**src/rtl/tspq_pkg.sv**
```systemverilog
// tspq_pkg: shared types, constants and helpers for the three-class queue.
// No dependencies; used by tspq_idmem and three_class_stable_priority_queue_core.
package tspq_pkg;

  localparam int Capacity   = 64;
  localparam int NumClasses = 3;
  localparam int MemDepth   = NumClasses * Capacity;

  localparam int PTR_W  = (Capacity > 1) ? $clog2(Capacity) : 1;
  localparam int CNT_W  = $clog2(Capacity + 1);
  localparam int ADDR_W = $clog2(MemDepth);
  localparam int ID_W   = 16;
  localparam int CLS_W  = 2;
  localparam int OCC_W  = 7;

  localparam logic [CLS_W-1:0] CLASS_HIGH = 2'd0;
  localparam logic [CLS_W-1:0] CLASS_MID  = 2'd1;
  localparam logic [CLS_W-1:0] CLASS_LOW  = 2'd2;

  typedef enum logic {
    FUNC_ENQ = 1'b0,
    FUNC_DEQ = 1'b1
  } func_t;

  typedef enum logic [1:0] {
    ST_ENQUEUED = 2'd0,
    ST_SERVED   = 2'd1,
    ST_EMPTY    = 2'd2,
    ST_FULL     = 2'd3
  } status_t;

  typedef enum logic {
    S_IDLE = 1'b0,
    S_READ = 1'b1
  } state_t;

  // one write port, one read port per cycle
  typedef struct packed {
    logic              we;
    logic [ADDR_W-1:0] waddr;
    logic [ID_W-1:0]   wdata;
    logic              re;
    logic [ADDR_W-1:0] raddr;
  } mem_req_t;

  function automatic logic [PTR_W-1:0] ptr_advance(input logic [PTR_W-1:0] p);
    return (p == PTR_W'(Capacity - 1)) ? '0 : p + 1'b1;
  endfunction

  // start of a class region in the id store
  function automatic logic [ADDR_W-1:0] class_base(input logic [CLS_W-1:0] cls);
    case (cls)
      CLASS_MID: return ADDR_W'(Capacity);
      CLASS_LOW: return ADDR_W'(2 * Capacity);
      default:   return '0;
    endcase
  endfunction

  function automatic logic [OCC_W-1:0] occ_word(input logic [CNT_W-1:0] cnt);
    return OCC_W'(32'(cnt));
  endfunction

endpackage

```
**src/rtl/tspq_idmem.sv**
```systemverilog
// tspq_idmem: id store, one region of Capacity slots per class.
// Synchronous write, registered read. Uses tspq_pkg.
module tspq_idmem (
  input  logic                           clk,
  input  tspq_pkg::mem_req_t             req,
  output logic [tspq_pkg::ID_W-1:0]      rd_data
);

  logic [tspq_pkg::ID_W-1:0] mem [tspq_pkg::MemDepth];
  logic [tspq_pkg::ID_W-1:0] rd_data_r;

  always_ff @(posedge clk) begin
    if (req.we) begin
      mem[req.waddr] <= req.wdata;
    end
    if (req.re) begin
      rd_data_r <= mem[req.raddr];
    end
  end

  assign rd_data = rd_data_r;

endmodule

```
**src/rtl/three_class_stable_priority_queue_core.sv**
```systemverilog
// three_class_stable_priority_queue_core: top level of the three-class queue.
// Uses tspq_pkg and tspq_idmem (id store).
//
// Usage:
//   Input channel (in_valid/in_ready) carries one word per operation:
//   in_func selects enqueue or dequeue, in_entry_id and in_entry_class are
//   the entry for an enqueue (class code 3 is taken as the lowest class).
//   Result channel (out_valid/out_ready) returns exactly one word per
//   operation: status (enqueued, served, empty, full), the served id and
//   class (zero unless served) and the occupancy after the operation.
// Flow:
//   Enqueue, failed enqueue and empty dequeue: result word registered on
//   acceptance; one such operation per cycle while out_ready is high.
//   Successful dequeue: the id store is read first through its registered
//   read port; the next word is taken once the read data is in the output
//   register.
// Reset (rst_n low, synchronous): all class FIFOs empty, no result pending.
//   Id store contents are not cleared; a slot is read only after a write.
// Stall: the result sits in the output register until out_ready; in_ready
//   is high in S_IDLE while the output register is free or being emptied.
module three_class_stable_priority_queue_core (
  input  logic                         clk,
  input  logic                         rst_n,
  input  logic                         in_valid,
  output logic                         in_ready,
  input  logic                         in_func,
  input  logic [tspq_pkg::ID_W-1:0]    in_entry_id,
  input  logic [tspq_pkg::CLS_W-1:0]   in_entry_class,
  output logic                         out_valid,
  input  logic                         out_ready,
  output logic [1:0]                   out_status,
  output logic [tspq_pkg::ID_W-1:0]    out_served_id,
  output logic [tspq_pkg::CLS_W-1:0]   out_served_class,
  output logic [tspq_pkg::OCC_W-1:0]   out_occupancy
);

  // FSM
  tspq_pkg::state_t state_r, state_nxt;
  logic rd_load;  // read data lands in output register this cycle

  // FIFO bookkeeping, one entry per class
  logic [tspq_pkg::PTR_W-1:0] head_r [tspq_pkg::NumClasses];
  logic [tspq_pkg::PTR_W-1:0] head_nxt [tspq_pkg::NumClasses];
  logic [tspq_pkg::PTR_W-1:0] tail_r [tspq_pkg::NumClasses];
  logic [tspq_pkg::PTR_W-1:0] tail_nxt [tspq_pkg::NumClasses];
  logic [tspq_pkg::CNT_W-1:0] cnt_r [tspq_pkg::NumClasses];
  logic [tspq_pkg::CNT_W-1:0] cnt_nxt [tspq_pkg::NumClasses];
  logic [tspq_pkg::CNT_W-1:0] total_r, total_nxt;

  // pending served word while the id store read is in flight
  logic [tspq_pkg::CLS_W-1:0] pend_cls_r, pend_cls_nxt;
  logic [tspq_pkg::OCC_W-1:0] pend_occ_r, pend_occ_nxt;

  // output register
  logic                       out_valid_r, out_valid_nxt;
  tspq_pkg::status_t          out_status_r, out_status_nxt;
  logic [tspq_pkg::ID_W-1:0]  out_id_r, out_id_nxt;
  logic [tspq_pkg::CLS_W-1:0] out_cls_r, out_cls_nxt;
  logic [tspq_pkg::OCC_W-1:0] out_occ_r, out_occ_nxt;

  logic                       acc;
  logic                       is_deq;
  logic                       is_full;
  logic                       nonempty;
  logic                       do_enq;
  logic                       do_deq;
  logic [tspq_pkg::CLS_W-1:0] enq_cls;
  logic [tspq_pkg::CLS_W-1:0] deq_cls;
  logic [tspq_pkg::ID_W-1:0]  rd_data;
  tspq_pkg::mem_req_t         mem_req;

  tspq_idmem u_idmem (
    .clk     (clk),
    .req     (mem_req),
    .rd_data (rd_data)
  );

  // ---------------- FSM: next state ----------------
  always_comb begin
    state_nxt = state_r;
    case (state_r)
      tspq_pkg::S_IDLE: begin
        if (do_deq) begin
          state_nxt = tspq_pkg::S_READ;
        end
      end
      tspq_pkg::S_READ: begin
        state_nxt = tspq_pkg::S_IDLE;
      end
      default: begin
        state_nxt = tspq_pkg::S_IDLE;
      end
    endcase
  end

  // ---------------- FSM: outputs ----------------
  always_comb begin
    in_ready = 1'b0;
    rd_load  = 1'b0;
    case (state_r)
      tspq_pkg::S_IDLE: begin
        in_ready = !out_valid_r || out_ready;
      end
      tspq_pkg::S_READ: begin
        rd_load = 1'b1;
      end
      default: begin
        in_ready = 1'b0;
      end
    endcase
  end

  // ---------------- operation decode ----------------
  always_comb begin
    acc     = in_valid && in_ready;
    is_deq  = (in_func == tspq_pkg::FUNC_DEQ);
    is_full = (total_r >= tspq_pkg::CNT_W'(tspq_pkg::Capacity));
    // unused class code folds into the lowest class
    enq_cls = (in_entry_class > tspq_pkg::CLASS_LOW) ? tspq_pkg::CLASS_LOW : in_entry_class;

    // highest non-empty class wins
    nonempty = 1'b1;
    if (cnt_r[0] != '0) begin
      deq_cls = tspq_pkg::CLASS_HIGH;
    end else if (cnt_r[1] != '0) begin
      deq_cls = tspq_pkg::CLASS_MID;
    end else if (cnt_r[2] != '0) begin
      deq_cls = tspq_pkg::CLASS_LOW;
    end else begin
      deq_cls  = tspq_pkg::CLASS_HIGH;
      nonempty = 1'b0;
    end

    do_enq = acc && !is_deq && !is_full;
    do_deq = acc && is_deq && nonempty;
  end

  // ---------------- id store access ----------------
  always_comb begin
    mem_req.we    = do_enq;
    mem_req.waddr = tspq_pkg::class_base(enq_cls)
                    + tspq_pkg::ADDR_W'(tail_r[enq_cls]);
    mem_req.wdata = in_entry_id;
    mem_req.re    = do_deq;
    mem_req.raddr = tspq_pkg::class_base(deq_cls)
                    + tspq_pkg::ADDR_W'(head_r[deq_cls]);
  end

  // ---------------- pointer and count update ----------------
  always_comb begin
    for (int c = 0; c < tspq_pkg::NumClasses; c++) begin
      head_nxt[c] = head_r[c];
      tail_nxt[c] = tail_r[c];
      cnt_nxt[c]  = cnt_r[c];
      if (do_enq && (enq_cls == tspq_pkg::CLS_W'(c))) begin
        tail_nxt[c] = tspq_pkg::ptr_advance(tail_r[c]);
        cnt_nxt[c]  = cnt_r[c] + 1'b1;
      end
      if (do_deq && (deq_cls == tspq_pkg::CLS_W'(c))) begin
        head_nxt[c] = tspq_pkg::ptr_advance(head_r[c]);
        cnt_nxt[c]  = cnt_r[c] - 1'b1;
      end
    end
    total_nxt = total_r;
    if (do_enq) begin
      total_nxt = total_r + 1'b1;
    end else if (do_deq) begin
      total_nxt = total_r - 1'b1;
    end
  end

  // ---------------- result word ----------------
  always_comb begin
    pend_cls_nxt   = pend_cls_r;
    pend_occ_nxt   = pend_occ_r;
    out_status_nxt = out_status_r;
    out_id_nxt     = out_id_r;
    out_cls_nxt    = out_cls_r;
    out_occ_nxt    = out_occ_r;
    out_valid_nxt  = out_valid_r && !out_ready;

    if (rd_load) begin
      // served word completes with the id store data
      out_valid_nxt  = 1'b1;
      out_status_nxt = tspq_pkg::ST_SERVED;
      out_id_nxt     = rd_data;
      out_cls_nxt    = pend_cls_r;
      out_occ_nxt    = pend_occ_r;
    end else if (do_deq) begin
      pend_cls_nxt = deq_cls;
      pend_occ_nxt = tspq_pkg::occ_word(total_nxt);
    end else if (acc) begin
      out_valid_nxt = 1'b1;
      out_id_nxt    = '0;
      out_cls_nxt   = '0;
      out_occ_nxt   = tspq_pkg::occ_word(total_nxt);
      if (is_deq) begin
        out_status_nxt = tspq_pkg::ST_EMPTY;
      end else if (is_full) begin
        out_status_nxt = tspq_pkg::ST_FULL;
      end else begin
        out_status_nxt = tspq_pkg::ST_ENQUEUED;
      end
    end
  end

  // ---------------- registers ----------------
  always_ff @(posedge clk) begin
    if (!rst_n) begin
      state_r     <= tspq_pkg::S_IDLE;
      out_valid_r <= 1'b0;
      total_r     <= '0;
      for (int c = 0; c < tspq_pkg::NumClasses; c++) begin
        head_r[c] <= '0;
        tail_r[c] <= '0;
        cnt_r[c]  <= '0;
      end
    end else begin
      state_r     <= state_nxt;
      out_valid_r <= out_valid_nxt;
      total_r     <= total_nxt;
      for (int c = 0; c < tspq_pkg::NumClasses; c++) begin
        head_r[c] <= head_nxt[c];
        tail_r[c] <= tail_nxt[c];
        cnt_r[c]  <= cnt_nxt[c];
      end
    end
  end

  // payload, no reset
  always_ff @(posedge clk) begin
    pend_cls_r   <= pend_cls_nxt;
    pend_occ_r   <= pend_occ_nxt;
    out_status_r <= out_status_nxt;
    out_id_r     <= out_id_nxt;
    out_cls_r    <= out_cls_nxt;
    out_occ_r    <= out_occ_nxt;
  end

  assign out_valid        = out_valid_r;
  assign out_status       = out_status_r;
  assign out_served_id    = out_id_r;
  assign out_served_class = out_cls_r;
  assign out_occupancy    = out_occ_r;

  // ---------------- assertions ----------------
  // total count tracks the per-class counts
  a_total_sum: assert property (@(posedge clk) disable iff (!rst_n)
    (32'(total_r) == 32'(cnt_r[0]) + 32'(cnt_r[1]) + 32'(cnt_r[2])))
    else $error("total count out of step with class counts");

  // never more entries than Capacity
  a_total_cap: assert property (@(posedge clk) disable iff (!rst_n)
    (32'(total_r) <= tspq_pkg::Capacity))
    else $error("total count above capacity");

  // read in flight only with a free output register
  a_read_free: assert property (@(posedge clk) disable iff (!rst_n)
    (state_r == tspq_pkg::S_READ) |-> !out_valid_r)
    else $error("output register busy during id store read");

  // a successful dequeue is followed by its served word
  a_deq_served: assert property (@(posedge clk) disable iff (!rst_n)
    do_deq |=> ##1 (out_valid_r && (out_status_r == tspq_pkg::ST_SERVED)))
    else $error("served word missing after dequeue");

endmodule

```
**config.mk**
```make
export PLATFORM = sky130hd
export DESIGN_NAME = three_class_stable_priority_queue_core
export DESIGN_NICKNAME = d
export VERILOG_FILES = /design/src/rtl/tspq_pkg.sv /design/src/rtl/tspq_idmem.sv /design/src/rtl/three_class_stable_priority_queue_core.sv
export SDC_FILE = /design/constraint.sdc
export NUM_CORES = 2
export LEC_CHECK = 0
export BUFFER_PORTS_ARGS = -buffer_cell sky130_fd_sc_hd__buf_2
export CAP_MARGIN = 40
export CORE_MARGIN = 2
export CORE_UTILIZATION = 45
export DETAILED_ROUTE_END_ITERATION = 8
export GPL_ROUTABILITY_DRIVEN = 0
export PLACE_DENSITY = 0.59
export SLEW_MARGIN = 20
export SYNTH_ARGS = -nofsm -noshare
export SYNTH_HDL_FRONTEND = slang
export SYNTH_HIERARCHICAL = 1
export SYNTH_SLANG_ARGS = --single-unit
```
**constraint.sdc**
```tcl
create_clock -name clk -period 12.7 [get_ports clk]
set_input_delay 1.905 -clock clk [delete_from_list [all_inputs] [get_ports clk]]
set_output_delay 1.905 -clock clk [all_outputs]
set_load 0.01 [all_outputs]
```
* Word level (Yosys, flattened, before mapping) *
Memories as Yosys holds them, arrays and structs flattened. A register that Yosys moved wholly into a read port is not among the register bits.
Cells that the tools add are included.

storage, ports and cells
  register bits after elaboration = 45
  RAM bits = 3129
  input bits = 23
  output and inout bits = 29
  word-level logic and storage cells = 140
  memories kept = 4

memories
  name         depth  width  rd ports  clocked after memory_dff  write ports  RTL line                                      source
  u_idmem.mem  192    16     1         1                         1            tspq_idmem.sv:9                               logic [tspq_pkg::ID_W-1:0] mem [tspq_pkg::MemDepth];
  cnt_r        3      7      3         0                         3            three_class_stable_priority_queue_core.sv:46  logic [tspq_pkg::CNT_W-1:0] cnt_r [tspq_pkg::NumClasses];
  head_r       3      6      4         0                         3            three_class_stable_priority_queue_core.sv:42  logic [tspq_pkg::PTR_W-1:0] head_r [tspq_pkg::NumClasses];
  tail_r       3      6      4         0                         3            three_class_stable_priority_queue_core.sv:44  logic [tspq_pkg::PTR_W-1:0] tail_r [tspq_pkg::NumClasses];

operators by class
  add/sub/neg operators = 16
  $lt $le $gt $ge = 2
  equal/unequal tests = 11
  multiplexer cells = 60
  bitwise logic cells = 12
  reductions and logical operators = 26

operators by type and width
  cell                 number
  $mux 6               18
  $mux 7               14
  $mux 16              3
  $add 6x1->6 const B  6
  $eq 6x6->1 const B   6
  $pmux 8 s2           2
  $add 7x1->7 const B  4
  $sub 7x1->7 const B  4
  $reduce_bool 7->1    3
  $mux 2               9
  $add 8x6->8          2
  $mux 1               13
  $logic_and 1x1->1    12
  $or 1x1->1           9
  $ge 7x7->1 const B   1
  $reduce_and 2->1     3
  $eq 2x1->1 const B   2
  $eq 2x2->1 const B   2
  $logic_not 1->1      4
  $logic_not 2->1      2
  $not 1->1            3
  $gt 2x2->1 const B   1
  $ne 2x2->1 const B   1
  $pmux 1 s2           1
  other kinds (2)      2

* Logic depth before layout (Yosys ltp) *
  word-level depth = 11
  depth in mapped cells = 19

* Modules after synthesis *
The synthesis kept the hierarchy.

by module, submodules not included
  module                                  times used  cells an instance  area an instance (sq um)
  tspq_idmem                              1           4937               118416.1
  three_class_stable_priority_queue_core  1           561                5270.1

* Worst setup path before layout *
Ideal clock, no wire load.

  kind = input -> register
  start = in in_func
  end = mem u_idmem/mem[124][0] (netlist bit), enable pin
  setup time = 0.389 ns
  arrival time = 4.240 ns
  setup slack = 8.072 ns
  stages = 7
  cells stage by stage = nor3b_1 and3_1 buf_2 clkbuf_1 buf_1 nand4_1 nor2_1

on the way
  word-level cells in the longest chain between the ends = 5

ends and longest elaborated chain
  item                            RTL line                                       source
  start, declared                 three_class_stable_priority_queue_core.sv:26   input logic in_func,
  $logic_not 1->1                 three_class_stable_priority_queue_core.sv:134  do_enq = acc && !is_deq && !is_full;
  $logic_and 1x1->1 (2 in a row)  three_class_stable_priority_queue_core.sv:134
  via do_enq                      three_class_stable_priority_queue_core.sv:65   logic do_enq;
  $mux 1                          tspq_idmem.sv:13                               if (req.we) begin
  $mux 1 (implied by the code)    tspq_idmem.sv:14                               mem[req.waddr] <= req.wdata;
  end, declared                   tspq_idmem.sv:9

The timed path passes the listed nets, and every way through them passes these cells.

==> metrics <==
Mapped Cells=5,498; postcts setup bufs=0; maxcap violations=0; GRT Residual Overflow=0; post-synthesis compound-gate area fraction=0.0126; area of placed instances=0.130 sq mm; CTS Buffer Depth=4; worst IR drop on VDD=0.182 mV; Ports=52; Mapped Area=0.124 sq mm; Min Clock Period, post-route=6.81 ns; clock transition at the registers of the reported paths=0.06 ns; residual DRC count=0; sequential share of the synthesized area=0.769; Final Hold Viols=0; clk root buf=clkbuf_16; most common cell after layout, fill and taps aside=edfxtp_1; post-synthesis async set-or-reset flop share=0; Yosys cell types=75; CTS buffer count=326; crit-path leading delay family=simple AND/OR/NAND/NOR gates; core area=0.274 sq mm; P_leak=0.0425 uW; first-pass GRT wire length=462,000 um; highest-delay cell along the critical path=buf_12; Final Total Pwr=25,900 uW; CTS tree=yes; WL final=329,000 um; Worst Path Arrival=7.46 ns; pin count of the biggest net entering global routing=120; Slew Limit Fails=0; via count=60,368; Final nets=5,957; crit-path max FO=97; share of layout cells above drive strength 1=0.312; vias per cell=6.17; Yosys reg bits=3,190; Final TNS setup=0 ns; WP data required=13.35 ns; predominant post-synthesis flop cell=edfxtp_1; most frequent cells in the layout=3,122 x edfxtp_1, 886 x mux4_2, 333 x clkbuf_16, 266 x buf_4, 133 x nor2_1; dpl hpwl=195,000 um; simple-gate share of the synthesized area=0.0261; RSZ-0062 raised after global routing=false; final setup violation count=0; port buffer count=51; CP Class=register to register; H-tree lvl count=5; Post-synth EDFFs=3,122; slew margin rel.=0.327; Fmax=0.147 GHz; multiplexer area fraction after synthesis=0.175; Synth Net Count=5,537; # hold bufs at CTS=0; GRT Resource Usage Total=0.235; Die X=528 um; CTS-repair resized insts=0; power per cell area=183 mW/mm^2; Crit path largest cell delay=0.69 ns; crit end category=register; P&R area growth vs syn=14.1%; Initial Utilization=0.452; post-route ant nets=0; DP Cell Count=9,164; Worst Hold Class=register to register; Finished Layout Cells=9,779; worst skew pair latency=0.90 ns; TritonRoute pass-1 iters=8; Place WS=5.88 ns; outcome=finished clean; routed len/inst=33.6 um; die area=0.279 sq mm; adder-cell share of the synthesized area=0.00168; Buf/Inv on CP=4; Post-Synth XOR/XNOR Area=0.00241; largest family of logic cells by synthesized area=multiplexers; Final WS setup=5.89 ns; initial DRC count=7,937; Tcrit/Tclk final=0.536; Clock Skew=0.0474 ns; antenna violations before repair=14; vias in the first global route=59,395; Mean Syn Cell Area=22.5 sq um; CP cell instances=nor4_1 > and2_1 > nand2_1 > clkinv_1 > a22oi_1 > nand2_4 > buf_12 > buf_12 > buf_4 > mux4_2 > mux4_2 > nand2_1 > nand3_1 > and3_1; Startpoint Class=register; synth warn=6; Chip Height=528 um; Sink Count=3,190; row cnt=192; Worst Max-Slew Pin Slew=1.01 ns; cell area after layout=0.141 sq mm
==> metal layers <==
metal,GRT usage,up-vias,routed length [um]
met5,0,-,14
met4,0.0709,2,10200
met3,0.0394,465,30500
met2,0.360,2928,153000
met1,0.347,32814,135000
li1,-,24159,-
==> final timing paths <==
kind                       from                  to  slack (ns)  depth (start not counted)
setup / recovery    cnt_r[0][3]  u_idmem/rd_data[5]        5.89                         14
hold / removal    out_status[1]       out_status[1]        0.46                          2
setup reg to reg    cnt_r[0][3]  u_idmem/rd_data[5]        5.89                         14
hold reg to reg   out_status[1]       out_status[1]        0.46                          2
==> sequential cells by signal, indices dropped and copies added, names as in the netlist <==
| signal | flops |
|---|---|
| cnt_r | 21 |
| out_served_class | 2 |
| u_idmem/rd_data | 16 |
| tail_r | 18 |
| total_r | 7 |
| out_occupancy | 7 |
| out_status | 2 |
| pend_occ_r | 7 |
| out_valid | 1 |
| u_idmem/mem | 3072 |
| state_r | 1 |
| out_served_id | 16 |
| head_r | 18 |
| pend_cls_r | 2 |
==> power breakdown <==
group / switching [uW] / leakage (uW) / internal [uW] / total (uW)
combinational: 2740 / 0.00885 / 1930 / 4670
clock: 3960 / 0.00504 / 5370 / 9330
sequential: 126 / 0.0286 / 11800 / 11900
==> final cells by class <==
| type | instances | area (sq um) |
|---|---|---|
| fill | 21091 | 132000 |
| sequential | 3190 | 95100 |
| multi-input combinational | 2000 | 27500 |
| clock buffer | 408 | 8640 |
| tap | 3589 | 4490 |
| timing repair buffer | 380 | 3620 |
| clock inverter | 179 | 1670 |
| inverter | 20 | 75.1 |
| antenna | 13 | 32.5 |
==> metrics by stage <==
stage / utilization / hold slack [ns]
2_1_floorplan: - / 0.446
3_3_place_gp: 0.474 / 0.443
3_5_place_dp: 0.477 / 0.452
4_1_cts: 0.514 / 0.460
5_1_grt: 0.516 / 0.482
6_report: 0.516 / 0.461
==> synth_stat cells (all sizes together), types with 30 or more instances <==
| master | n | area share |
|---|---|---|
| nand2 | 128 | 0.0039 |
| mux4 | 886 | 0.16 |
| nand3 | 71 | 0.0029 |
| dfxtp | 68 | 0.011 |
| and2 | 32 | 0.0016 |
| mux2i | 120 | 0.0097 |
| buf | 174 | 0.0088 |
| a22oi | 50 | 0.0030 |
| clkbuf | 114 | 0.0035 |
| nand4 | 40 | 0.0020 |
| nor2 | 260 | 0.0079 |
| mux2 | 48 | 0.0044 |
| nor3 | 30 | 0.0013 |
| edfxtp | 3122 | 0.76 |
==> cell families (layout without fill, tap and decap cells) <==
logic type | Yosys count | after routing
and+or+nand+nor | 677 | 677
muxes | 1054 | 1054
AOI/OAI and AO/OA | 219 | 219
DFF | 3190 | 3190
buffers and inverters | 308 | 987
adders and majority gates | 16 | 16
other | 0 | 13
xor gates and xnor gates | 34 | 34
==> tightest hold or removal path: cells and delay by family, from the launching register on <==
family                 cells  cell delay (ns)
flip-flops                 1             0.30
AO/OA/AOI/OAI              1             0.05
buffers and inverters      1             0.05
(Power assumes the default switching activity.)
